## src/rtl/core/motor_command_link_with_retry_macros.svh

```systemverilog
// Assertion macros for the motor command link.
// Included by the modules that carry concurrent checks; no other dependencies.
`ifndef MOTOR_COMMAND_LINK_WITH_RETRY_MACROS_SVH
`define MOTOR_COMMAND_LINK_WITH_RETRY_MACROS_SVH

`ifndef SYNTHESIS

// antecedent implies consequent in the same cycle
`define MCLR_ASSERT_IMP(label, clk, rst, ante, cons) \
  label: assert property (@(posedge clk) disable iff (rst) (ante) |-> (cons)) \
    else $error("mclr check failed");

// antecedent implies consequent in the next cycle
`define MCLR_ASSERT_NXT(label, clk, rst, ante, cons) \
  label: assert property (@(posedge clk) disable iff (rst) (ante) |=> (cons)) \
    else $error("mclr check failed");

`else

`define MCLR_ASSERT_IMP(label, clk, rst, ante, cons)
`define MCLR_ASSERT_NXT(label, clk, rst, ante, cons)

`endif

`endif

```

## src/rtl/core/mclr_pkg.sv

```systemverilog
`timescale 1ns / 1ps
// Shared types and constants for the motor command link.
// No dependencies; used by mclr_queue and motor_command_link_with_retry.
package mclr_pkg;

  // motor command bytes on the wire
  localparam logic [7:0] CMD_FORWARD = 8'h11;
  localparam logic [7:0] CMD_STOP    = 8'h12;
  localparam logic [7:0] CMD_REVERSE = 8'h13;
  localparam logic [7:0] CHECKSUM_BASE = 8'h03;

  // enqueue command codes
  localparam logic [1:0] CODE_STOP    = 2'd0;
  localparam logic [1:0] CODE_FORWARD = 2'd1;
  localparam logic [1:0] CODE_REVERSE = 2'd2;
  localparam logic [1:0] CODE_NONE    = 2'd3;

  // word kinds on tuser
  localparam logic FUNC_ENQUEUE = 1'b0;
  localparam logic FUNC_TICK    = 1'b1;

  // link mode codes reported on the result word
  localparam logic [1:0] LINK_MODE_RECEIVE = 2'd0;
  localparam logic [1:0] LINK_MODE_SEND    = 2'd1;
  localparam logic [1:0] LINK_MODE_WAIT    = 2'd2;

  // configuration register indexes
  localparam int CFG_IDX_W = 2;
  localparam logic [CFG_IDX_W-1:0] REG_TIMEOUT_TICKS = 2'd0;
  localparam logic [CFG_IDX_W-1:0] REG_MAX_RETRIES   = 2'd1;
  localparam logic [CFG_IDX_W-1:0] REG_KEY_CODE      = 2'd2;

  localparam logic [7:0] TIMEOUT_RESET     = 8'd100;
  localparam logic [3:0] MAX_RETRIES_RESET = 4'd3;
  localparam logic [7:0] KEY_CODE_RESET    = 8'd0;

  // link state, one-hot
  typedef enum logic [1:0] {
    ST_RECEIVE = 2'b01,
    ST_WAIT    = 2'b10
  } link_state_t;

  // input word payload, last member in the lowest bits
  typedef struct packed {
    logic [7:0] rx_status;
    logic [7:0] rx_cmd;
    logic [7:0] rx_length;
    logic       rx_valid;
    logic [1:0] command;
  } link_in_t;

  // result word payload, last member in the lowest bits
  typedef struct packed {
    logic [7:0] last_length;
    logic [7:0] last_status;
    logic [7:0] last_cmd;
    logic       gave_up;
    logic       dropped;
    logic [4:0] queued;
    logic [3:0] resend_count;
    logic [1:0] link_mode;
    logic       key_report;
    logic [7:0] send_checksum;
    logic [7:0] send_cmd;
    logic       send_valid;
  } link_out_t;

  // queue request from the link machine, already qualified by item advance
  typedef struct packed {
    logic       push;
    logic       pop;
    logic [1:0] code;
  } queue_req_t;

  // queued code to command byte; code 3 never gets stored, maps to stop
  function automatic logic [7:0] code_to_byte(input logic [1:0] code);
    logic [7:0] b;
    b = CMD_STOP;
    unique case (code)
      CODE_STOP:    b = CMD_STOP;
      CODE_FORWARD: b = CMD_FORWARD;
      CODE_REVERSE: b = CMD_REVERSE;
      default:      b = CMD_STOP;
    endcase
    return b;
  endfunction

endpackage

```

## src/rtl/core/mclr_ram.sv

```systemverilog
`timescale 1ns / 1ps
// Generic simple dual-port RAM: one write port, one registered read port.
// No dependencies.
module mclr_ram #(
  parameter int WIDTH = 2,
  parameter int DEPTH = 16
) (
  input  logic                     clk,
  input  logic                     we,
  input  logic [$clog2(DEPTH)-1:0] waddr,
  input  logic [WIDTH-1:0]         wdata,
  input  logic [$clog2(DEPTH)-1:0] raddr,
  output logic [WIDTH-1:0]         rdata
);

  logic [WIDTH-1:0] mem [DEPTH];

  always_ff @(posedge clk) begin
    if (we) begin
      mem[waddr] <= wdata;
    end
    rdata <= mem[raddr];
  end

endmodule

```

## src/rtl/core/mclr_queue.sv

```systemverilog
`timescale 1ns / 1ps
// Transmit command queue: circular buffer that drops its oldest entry when full.
// Depends on mclr_pkg, mclr_ram and the assertion macro header.
`include "motor_command_link_with_retry_macros.svh"
module mclr_queue #(
  parameter int DEPTH = 16
) (
  input  logic                       clk,
  input  logic                       rst,
  input  mclr_pkg::queue_req_t       req,
  output logic [1:0]                 head_code,
  output logic                       nonempty,
  output logic [$clog2(DEPTH+1)-1:0] fill_next,
  output logic                       drop
);

  localparam int AW = $clog2(DEPTH);
  localparam int FW = $clog2(DEPTH + 1);
  localparam int SW = AW + 2;

  logic [AW-1:0] head;
  logic [AW-1:0] head_next;
  logic [AW-1:0] head_inc;
  logic [FW-1:0] fill;
  logic          full;
  logic [SW-1:0] tail_sum;
  logic [AW-1:0] tail;
  logic [1:0]    ram_rdata;
  logic          byp;
  logic [1:0]    byp_data;

  assign full     = (fill == FW'(DEPTH));
  assign nonempty = (fill != '0);
  assign drop     = req.push && full;

  // head moves on a pop or when the oldest entry is pushed out
  assign head_inc  = (head == AW'(DEPTH - 1)) ? '0 : head + AW'(1);
  assign head_next = (req.pop || drop) ? head_inc : head;

  // write slot: head + fill wrapped once; when full this is the dropped slot
  assign tail_sum = SW'(head) + SW'(fill);
  assign tail     = (tail_sum >= SW'(DEPTH)) ? AW'(tail_sum - SW'(DEPTH)) : AW'(tail_sum);

  always_comb begin
    fill_next = fill;
    if (req.push && !full) begin
      fill_next = fill + FW'(1);
    end else if (req.pop) begin
      fill_next = fill - FW'(1);
    end
  end

  always_ff @(posedge clk) begin
    if (rst) begin
      head <= '0;
      fill <= '0;
      byp  <= 1'b0;
    end else begin
      head <= head_next;
      fill <= fill_next;
      byp  <= req.push && (tail == head_next);
    end
    byp_data <= req.code;
  end

  // read port always prefetches the next head entry
  mclr_ram #(
    .WIDTH (2),
    .DEPTH (DEPTH)
  ) u_ram (
    .clk   (clk),
    .we    (req.push),
    .waddr (tail),
    .wdata (req.code),
    .raddr (head_next),
    .rdata (ram_rdata)
  );

  // forward a word written into the slot that was being read
  assign head_code = byp ? byp_data : ram_rdata;

  `MCLR_ASSERT_IMP(a_fill_range, clk, rst, 1'b1, fill <= FW'(DEPTH))
  `MCLR_ASSERT_IMP(a_head_range, clk, rst, 1'b1, head <= AW'(DEPTH - 1))
  `MCLR_ASSERT_IMP(a_pop_nonempty, clk, rst, req.pop, fill != '0 && !req.push)

endmodule

```

## src/rtl/core/motor_command_link_with_retry.sv

```systemverilog
`timescale 1ns / 1ps
// Motor command link with retry: top level, link state machine and result stage.
// Depends on mclr_pkg, mclr_queue and the assertion macro header.
//
// Usage:
//   Input words arrive on s_tvalid/s_tready/s_tdata/s_tuser. s_tuser selects
//   the kind: 0 enqueues a command code, 1 is one link tick that may decode a
//   received packet, pop and send a queued command, or resend or give up on timeout.
//   Every input word produces exactly one result word on m_tvalid/m_tready/
//   m_tdata carrying the send fields, key pulse, link mode and counters.
//   A word accepted into the input register moves on to the result register,
//   where it raises m_tvalid. One word per cycle is sustained while m_tready
//   stays high: the link update is combinational and the queue RAM always
//   prefetches its head entry.
//   When m_tready is low the result word holds; one more word is taken into
//   the input register, after which s_tready drops until the result is taken.
//   Synchronous reset empties the queue (no clearing pass), returns the link
//   to receive mode, clears counters and decoded fields, and loads the
//   configuration defaults (timeout 100, retries 3, key code 0).
//   Configuration writes (cfg_we/cfg_index/cfg_data) take effect at once.
`include "motor_command_link_with_retry_macros.svh"
module motor_command_link_with_retry #(
  parameter int QUEUE_DEPTH = 16
) (
  input  logic                               clk,
  input  logic                               rst,
  // input words
  input  logic                               s_tvalid,
  output logic                               s_tready,
  // [1:0] command, [2] rx_valid, [10:3] rx_length, [18:11] rx_cmd,
  // [26:19] rx_status, [31:27] zero
  input  logic [31:0]                        s_tdata,
  // [0] func
  input  logic                               s_tuser,
  // result words
  output logic                               m_tvalid,
  input  logic                               m_tready,
  // [0] send_valid, [8:1] send_cmd, [16:9] send_checksum, [17] key_report,
  // [19:18] link_mode, [23:20] resend_count, [28:24] queued, [29] dropped,
  // [30] gave_up, [38:31] last_cmd, [46:39] last_status, [54:47] last_length,
  // [55] zero
  output logic [55:0]                        m_tdata,
  // configuration write port
  input  logic                               cfg_we,
  input  logic [mclr_pkg::CFG_IDX_W-1:0]     cfg_index,
  input  logic [7:0]                         cfg_data
);

  localparam int FW = $clog2(QUEUE_DEPTH + 1);

  // configuration
  logic [7:0] timeout_ticks;
  logic [3:0] max_retries;
  logic [7:0] key_code;

  // input register
  logic                 in_valid;
  logic                 in_func;
  mclr_pkg::link_in_t   in_q;

  // result register
  mclr_pkg::link_out_t  out_q;
  mclr_pkg::link_out_t  res;

  // link state
  mclr_pkg::link_state_t state, state_next;
  logic [7:0] pending_cmd, pending_cmd_next;
  logic [7:0] tick_count, tick_count_next;
  logic [3:0] resends, resends_next;
  logic [7:0] last_cmd, last_cmd_next;
  logic [7:0] last_status, last_status_next;
  logic [7:0] last_length, last_length_next;

  logic                    adv;
  logic                    send_valid;
  logic [7:0]              send_cmd;
  logic                    key_report;
  logic                    gave_up;
  logic [7:0]              pop_byte;
  mclr_pkg::queue_req_t    qreq;
  logic [1:0]              q_head_code;
  logic                    q_nonempty;
  logic [FW-1:0]           q_fill_next;
  logic                    q_drop;

  // handshake: the input stage moves on when the result register is free
  assign adv      = in_valid && (!m_tvalid || m_tready);
  assign s_tready = !in_valid || adv;

  // configuration writes
  always_ff @(posedge clk) begin
    if (rst) begin
      timeout_ticks <= mclr_pkg::TIMEOUT_RESET;
      max_retries   <= mclr_pkg::MAX_RETRIES_RESET;
      key_code      <= mclr_pkg::KEY_CODE_RESET;
    end else if (cfg_we) begin
      case (cfg_index)
        mclr_pkg::REG_TIMEOUT_TICKS: timeout_ticks <= cfg_data;
        mclr_pkg::REG_MAX_RETRIES:   max_retries   <= cfg_data[3:0];
        mclr_pkg::REG_KEY_CODE:      key_code      <= cfg_data;
        default: ;
      endcase
    end
  end

  // input register
  always_ff @(posedge clk) begin
    if (rst) begin
      in_valid <= 1'b0;
    end else if (s_tready) begin
      in_valid <= s_tvalid;
    end
    if (s_tready && s_tvalid) begin
      in_func <= s_tuser;
      in_q    <= mclr_pkg::link_in_t'(s_tdata[$bits(mclr_pkg::link_in_t)-1:0]);
    end
  end

  assign pop_byte = mclr_pkg::code_to_byte(q_head_code);

  // link update for the word in the input register
  always_comb begin
    state_next       = state;
    pending_cmd_next = pending_cmd;
    tick_count_next  = tick_count;
    resends_next     = resends;
    last_cmd_next    = last_cmd;
    last_status_next = last_status;
    last_length_next = last_length;
    send_valid       = 1'b0;
    send_cmd         = 8'h00;
    key_report       = 1'b0;
    gave_up          = 1'b0;
    qreq.push        = 1'b0;
    qreq.pop         = 1'b0;
    qreq.code        = in_q.command;

    if (in_func == mclr_pkg::FUNC_ENQUEUE) begin
      qreq.push = adv && (in_q.command != mclr_pkg::CODE_NONE);
    end else begin
      // decode a received packet in receive and wait modes
      if (in_q.rx_valid &&
          (state == mclr_pkg::ST_RECEIVE || state == mclr_pkg::ST_WAIT)) begin
        last_cmd_next    = in_q.rx_cmd;
        last_status_next = in_q.rx_status;
        last_length_next = in_q.rx_length;
        key_report       = (in_q.rx_cmd == key_code);
      end
      unique case (state)
        mclr_pkg::ST_RECEIVE: begin
          if (q_nonempty) begin
            qreq.pop         = adv;
            pending_cmd_next = pop_byte;
            send_valid       = 1'b1;
            send_cmd         = pop_byte;
            state_next       = (pop_byte == mclr_pkg::CMD_STOP) ? mclr_pkg::ST_RECEIVE
                                                                : mclr_pkg::ST_WAIT;
          end
        end
        mclr_pkg::ST_WAIT: begin
          // matching acknowledgement ends the wait unless the timeout below still fires
          if (in_q.rx_valid && in_q.rx_cmd == pending_cmd) begin
            resends_next    = 4'd0;
            tick_count_next = 8'd0;
            state_next      = mclr_pkg::ST_RECEIVE;
          end
          tick_count_next = tick_count_next + 8'd1;
          // timeout: resend or give up
          if (tick_count_next >= timeout_ticks) begin
            tick_count_next = 8'd0;
            if (resends_next < max_retries) begin
              state_next   = mclr_pkg::ST_WAIT;
              resends_next = resends_next + 4'd1;
              send_valid   = 1'b1;
              send_cmd     = pending_cmd;
            end else begin
              state_next   = mclr_pkg::ST_RECEIVE;
              resends_next = 4'd0;
              gave_up      = 1'b1;
            end
          end
        end
        default: begin
          state_next = mclr_pkg::ST_RECEIVE;
        end
      endcase
    end
  end

  // result word
  always_comb begin
    res.send_valid    = send_valid;
    res.send_cmd      = send_cmd;
    res.send_checksum = send_valid ? 8'(send_cmd + mclr_pkg::CHECKSUM_BASE) : 8'h00;
    res.key_report    = key_report;
    res.link_mode     = (state_next == mclr_pkg::ST_WAIT) ? mclr_pkg::LINK_MODE_WAIT
                                                          : mclr_pkg::LINK_MODE_RECEIVE;
    res.resend_count  = resends_next;
    res.queued        = 5'(q_fill_next);
    res.dropped       = q_drop;
    res.gave_up       = gave_up;
    res.last_cmd      = last_cmd_next;
    res.last_status   = last_status_next;
    res.last_length   = last_length_next;
  end

  // state and result registers
  always_ff @(posedge clk) begin
    if (rst) begin
      state       <= mclr_pkg::ST_RECEIVE;
      pending_cmd <= 8'h00;
      tick_count  <= 8'd0;
      resends     <= 4'd0;
      last_cmd    <= 8'h00;
      last_status <= 8'h00;
      last_length <= 8'h00;
      m_tvalid    <= 1'b0;
    end else begin
      if (adv) begin
        state       <= state_next;
        pending_cmd <= pending_cmd_next;
        tick_count  <= tick_count_next;
        resends     <= resends_next;
        last_cmd    <= last_cmd_next;
        last_status <= last_status_next;
        last_length <= last_length_next;
        m_tvalid    <= 1'b1;
      end else if (m_tready) begin
        m_tvalid    <= 1'b0;
      end
    end
    if (adv) begin
      out_q <= res;
    end
  end

  assign m_tdata = {1'b0, out_q};

  mclr_queue #(
    .DEPTH (QUEUE_DEPTH)
  ) u_queue (
    .clk       (clk),
    .rst       (rst),
    .req       (qreq),
    .head_code (q_head_code),
    .nonempty  (q_nonempty),
    .fill_next (q_fill_next),
    .drop      (q_drop)
  );

  `MCLR_ASSERT_IMP(a_wait_cmd, clk, rst, state == mclr_pkg::ST_WAIT,
                   pending_cmd == mclr_pkg::CMD_FORWARD || pending_cmd == mclr_pkg::CMD_REVERSE)
  `MCLR_ASSERT_IMP(a_gave_up_clean, clk, rst, m_tvalid && out_q.gave_up,
                   out_q.resend_count == 4'd0 && !out_q.send_valid &&
                   out_q.link_mode == mclr_pkg::LINK_MODE_RECEIVE)
  `MCLR_ASSERT_NXT(a_state_hold, clk, rst, !rst && !adv,
                   $stable(state) && $stable(tick_count) && $stable(resends))

endmodule

```

## config.mk

```make
export PLATFORM = sky130hd
export DESIGN_NAME = motor_command_link_with_retry
export DESIGN_NICKNAME = d
export VERILOG_FILES = /design/src/rtl/core/mclr_pkg.sv /design/src/rtl/core/mclr_ram.sv /design/src/rtl/core/mclr_queue.sv /design/src/rtl/core/motor_command_link_with_retry.sv
export VERILOG_INCLUDE_DIRS = /design/src /design/src/rtl/core
export SDC_FILE = /design/constraint.sdc
export NUM_CORES = 1
export LEC_CHECK = 0
export BUFFER_PORTS_ARGS = -buffer_cell sky130_fd_sc_hd__buf_2
export CORE_MARGIN = 2
export CORE_UTILIZATION = 40
export DETAILED_ROUTE_END_ITERATION = 7
export PLACE_DENSITY = 0.65
export REMOVE_ABC_BUFFERS = 1
export SLEW_MARGIN = 20
export SYNTH_ARGS = -nofsm -noshare
export SYNTH_HDL_FRONTEND = slang
export SYNTH_SLANG_ARGS = --single-unit
```

## constraint.sdc

```tcl
create_clock -name clk -period 4.3 [get_ports clk]
set_input_delay 0.215 -clock clk [delete_from_list [all_inputs] [get_ports clk]]
set_output_delay 0.215 -clock clk [all_outputs]
set_load 0.02 [all_outputs]
```

==> summary.md <==
| Metric | Value |
|---|---|
| Status | finished, final reports clean |
| Htree depth | 4 |
| Initial drt markers | 431 |
| Sw Pwr | 0.00100 W |
| Synthesized area per cell | roughly 11 sq um |
| Synth top area share | 38.2% |
| Pre-antenna DRT Iters | 5 |
| Most used DFF post-synth | edfxtp_1 |
| Register area | roughly 4700 sq um |
| Ant. Diodes | 0 |
| Seq/Total Area, Yosys | 56.9% |
| VDD IR-drop max | roughly 0.25 mV |
| Setup_tns | 0 ns |
| Post-DR vias/cell | slightly above 5 |
| Fin crit period | roughly 4 ns |
| Ports | around 110 |
| Routability congestion estimate | 0.849 |
| Grt ovf | 0 |
| Largest net degree at the start of global routing | 43 |
| TritonCTS clock tree | yes |
| Vias in the first global route | between 5000 and 6000 |
| Area grow syn2layout | 19.5% |
| Antenna violations before repair | 0 |
| Library cells used by synthesis | a little over 60 |
| Post-synth EDFFs | approximately 110 |
| MaxCap Viol Count | 0 |
| Fillers | about 1800 |
| Internal power | between 0.002 and 0.003 W |
| Least-Margin Pin Slew | 0.847 ns |
| Hpwl dp | around 12000 um |
| Commonest cells post-synth | nor2_1, edfxtp_1, dfxtp_1, nand2_1, a21oi_1 |
| Vias | between 5000 and 6000 |
| Dominant cells by area after synthesis | edfxtp_1, dfxtp_1, nor2_1 |
| Clk pwr share | just over 40% |
| Max Used Layer | met4 |
| Ys async rst share | 0% |
| CTS clk-pin slew, worst paths | 0.07 ns |
| Nets | 940 |
| Die footprint | roughly 22000 sq um |
| Slew Viols, Final | 0 |
| Multi-input logic area | between 3000 and 4000 sq um |
| WL met3 | between 700 and 800 um |
| Die W | ~150 um |
| Wire length on met2 | approximately 8600 um |
| Switching Fraction | 25.6% |
| Clock buffer depth | 2 |
| First-pass GRT wire length | roughly 29000 um |
| Synth Cell Area | roughly 8300 sq um |
| Crit start category | flip-flop |
| Root Driver | clkbuf_16 |
| Worst Path Arrival | 4.13 ns |
| Share of cells above drive strength 1 | between 20% and 30% |
| Logic gate share of total power | under 10% |
| Clock sink count | ~180 |
| All-layer global routing usage | 16.7% |
| Crit Path Class | flip-flop to flip-flop |
| Critical Path End Type | flip-flop |
| WP data required | 4.47 ns |
| IO Port Bufs | 89 |
| Worst rel slew slack | around 44% |
| Clk_skew | 0.0122 ns |
| Synthesis Warnings | 0 |
| Post-CTS setup buffer count | 0 |
| DRT Wirelength | about 18000 um |
| Most frequent cell after synthesis | nor2_1 |
| Synth area leader | edfxtp_1 |
| Inserted Clock Buffers | 17 |
| Final setup fails | 0 |
| Core Region | 20200 sq um |
| Power Dens Cells | between 300 and 400 nW/um^2 |
| Crit-path max FO | 10 |
| Num rows | 52 |
| Flop pwr share | approximately 50% |
| HP Class | primary input to flip-flop |
| Detail Route Antenna Nets | 0 |
| Final Cycle Share | between 90% and 100% |
| Synth Register Bits | between 150 and 200 |
| WL per Instance | approximately 16 um |
| Final hold slack | 0.0464 ns |
| Static Leakage | approximately 3.9 nW |
| Met1 wire length | ~8000 um |
| RSZ-0062 raised after global routing | false |
| Final hold violations | 0 |
| Maximum clock frequency | approximately 250 MHz |
| Die Span Y | ~150 um |
| Initial Util | about 41% |
| Cells after Synth | 750 |
| Worst-Skew Late Latency | about 0.44 ns |
| Residual DRC | 0 |
## state kept, by name, summed over array words and instances (netlist names), 3 cells and up
signal             flops
max_retries            4
key_code               8
m_tdata               45
pending_cmd            3
in_q                  27
u_queue.fill           5
last_length            8
resends                4
u_queue.u_ram.mem     32
u_queue.head           4
last_cmd               8
timeout_ticks          8
tick_count             8
last_status            8
## critical path: stages (launching register included)
cell	delay, ns
edfxtp_1	0.42
nor4_1	0.32
nand3b_1	0.15
or2_2	0.41
and2_1	0.22
ha_1	0.22
nand3_1	0.11
xor2_1	0.14
nor2_1	0.07
ha_1	0.29
a21o_1	0.16
a221oi_1	0.33
o21a_1	0.30
nor2_1	0.09
a311oi_1	0.34
o21ai_0	0.12
## per-stage QoR
step / util (%) / cell area, sq um / setup slack (ns) / cells / total power, W
2_1_floorplan: - / 8050 / 0.484 / 716 / 0.00222
3_3_place_gp: 44.2 / 8940 / 0.290 / 1089 / 0.00234
3_5_place_dp: 44.2 / 8940 / 0.296 / 1089 / 0.00234
4_1_cts: 48.8 / 9860 / 0.284 / 1152 / 0.00395
5_1_grt: 48.8 / 9860 / 0.00253 / 1152 / 0.00407
6_report: 48.8 / 9860 / 0.341 / 1152 / 0.00391
## final cells by class
cell class              instances  area share (%)
clock inverters                15            1.92
flip-flops and latches        182            47.6
well taps                     270            3.42
clock buffers                  17            4.31
multi-input cells             505            32.9
repair buffers                134            8.73
inverters                      29            1.10
## metal layers
metal | GRT usage [%] | vias to the layer above
met4 | 5.53 | 0
met1 | 21.5 | 2748
li1 | - | 2897
met2 | 27.9 | 130
met3 | 3.80 | 23
met5 | 0 | -
## placed cells by master, fill, tap and decap left out, types with 28 or more instances in the layout
master | Yosys | layout
edfxtp_1 | 105 | 105
mux2_2 | 31 | 31
a21oi_1 | 32 | 32
nand2_1 | 49 | 49
dlygate4sd3_1 | 0 | 31
inv_1 | 28 | 28
dfxtp_1 | 77 | 77
nor3_1 | 28 | 28
buf_2 | 2 | 89
nor2_1 | 121 | 121
## kinds of logic after synthesis
family	Yosys count	synth area share, %
adders and majority gates	23	3.58
buffers and inverters	73	4.21
AOI/OAI and AO/OA	113	9.51
muxes	52	6.84
and+or+nand+nor	277	15.9
DFF	182	56.9
other	1	0.0454
xor gates and xnor gates	29	3.08
## worst paths after layout
path                                    from                             to  slack [ns]  cells after the start
setup reg to reg          in_q[14]$_DFFE_PP_          m_tdata[22]$_DFFE_PP_        0.34                     15
hold reg to reg   tick_count[7]$_SDFFE_PP0P_     tick_count[7]$_SDFFE_PP0P_        0.47                      2
hold / removal                   cfg_data[4]  timeout_ticks[4]$_SDFFE_PP0P_        0.05                      3
setup / recovery          in_q[14]$_DFFE_PP_          m_tdata[22]$_DFFE_PP_        0.34                     15
## repair_timing
| action | in CTS | in global routing |
|---|---|---|
| setup endpoints to repair | 0 | 2 |
| hold buffers | 31 | 0 |
| resized for setup | 0 | 1 |
| endpoints found under the hold margin | 31 | 0 |
## power by group through the flow
| stage | clock network (W) | logic [W] | registers [W] |
|---|---|---|---|
| after global placement | 0 | 0.000340 | 0.00200 |
| final | 0.00158 | 0.000366 | 0.00196 |
| after global routing | 0.00170 | 0.000404 | 0.00197 |
| after floorplan | 0 | 0.000200 | 0.00202 |
| after detailed placement | 0 | 0.000344 | 0.00200 |
| after CTS | 0.00162 | 0.000369 | 0.00196 |
Power figures use the tool's default switching activity.
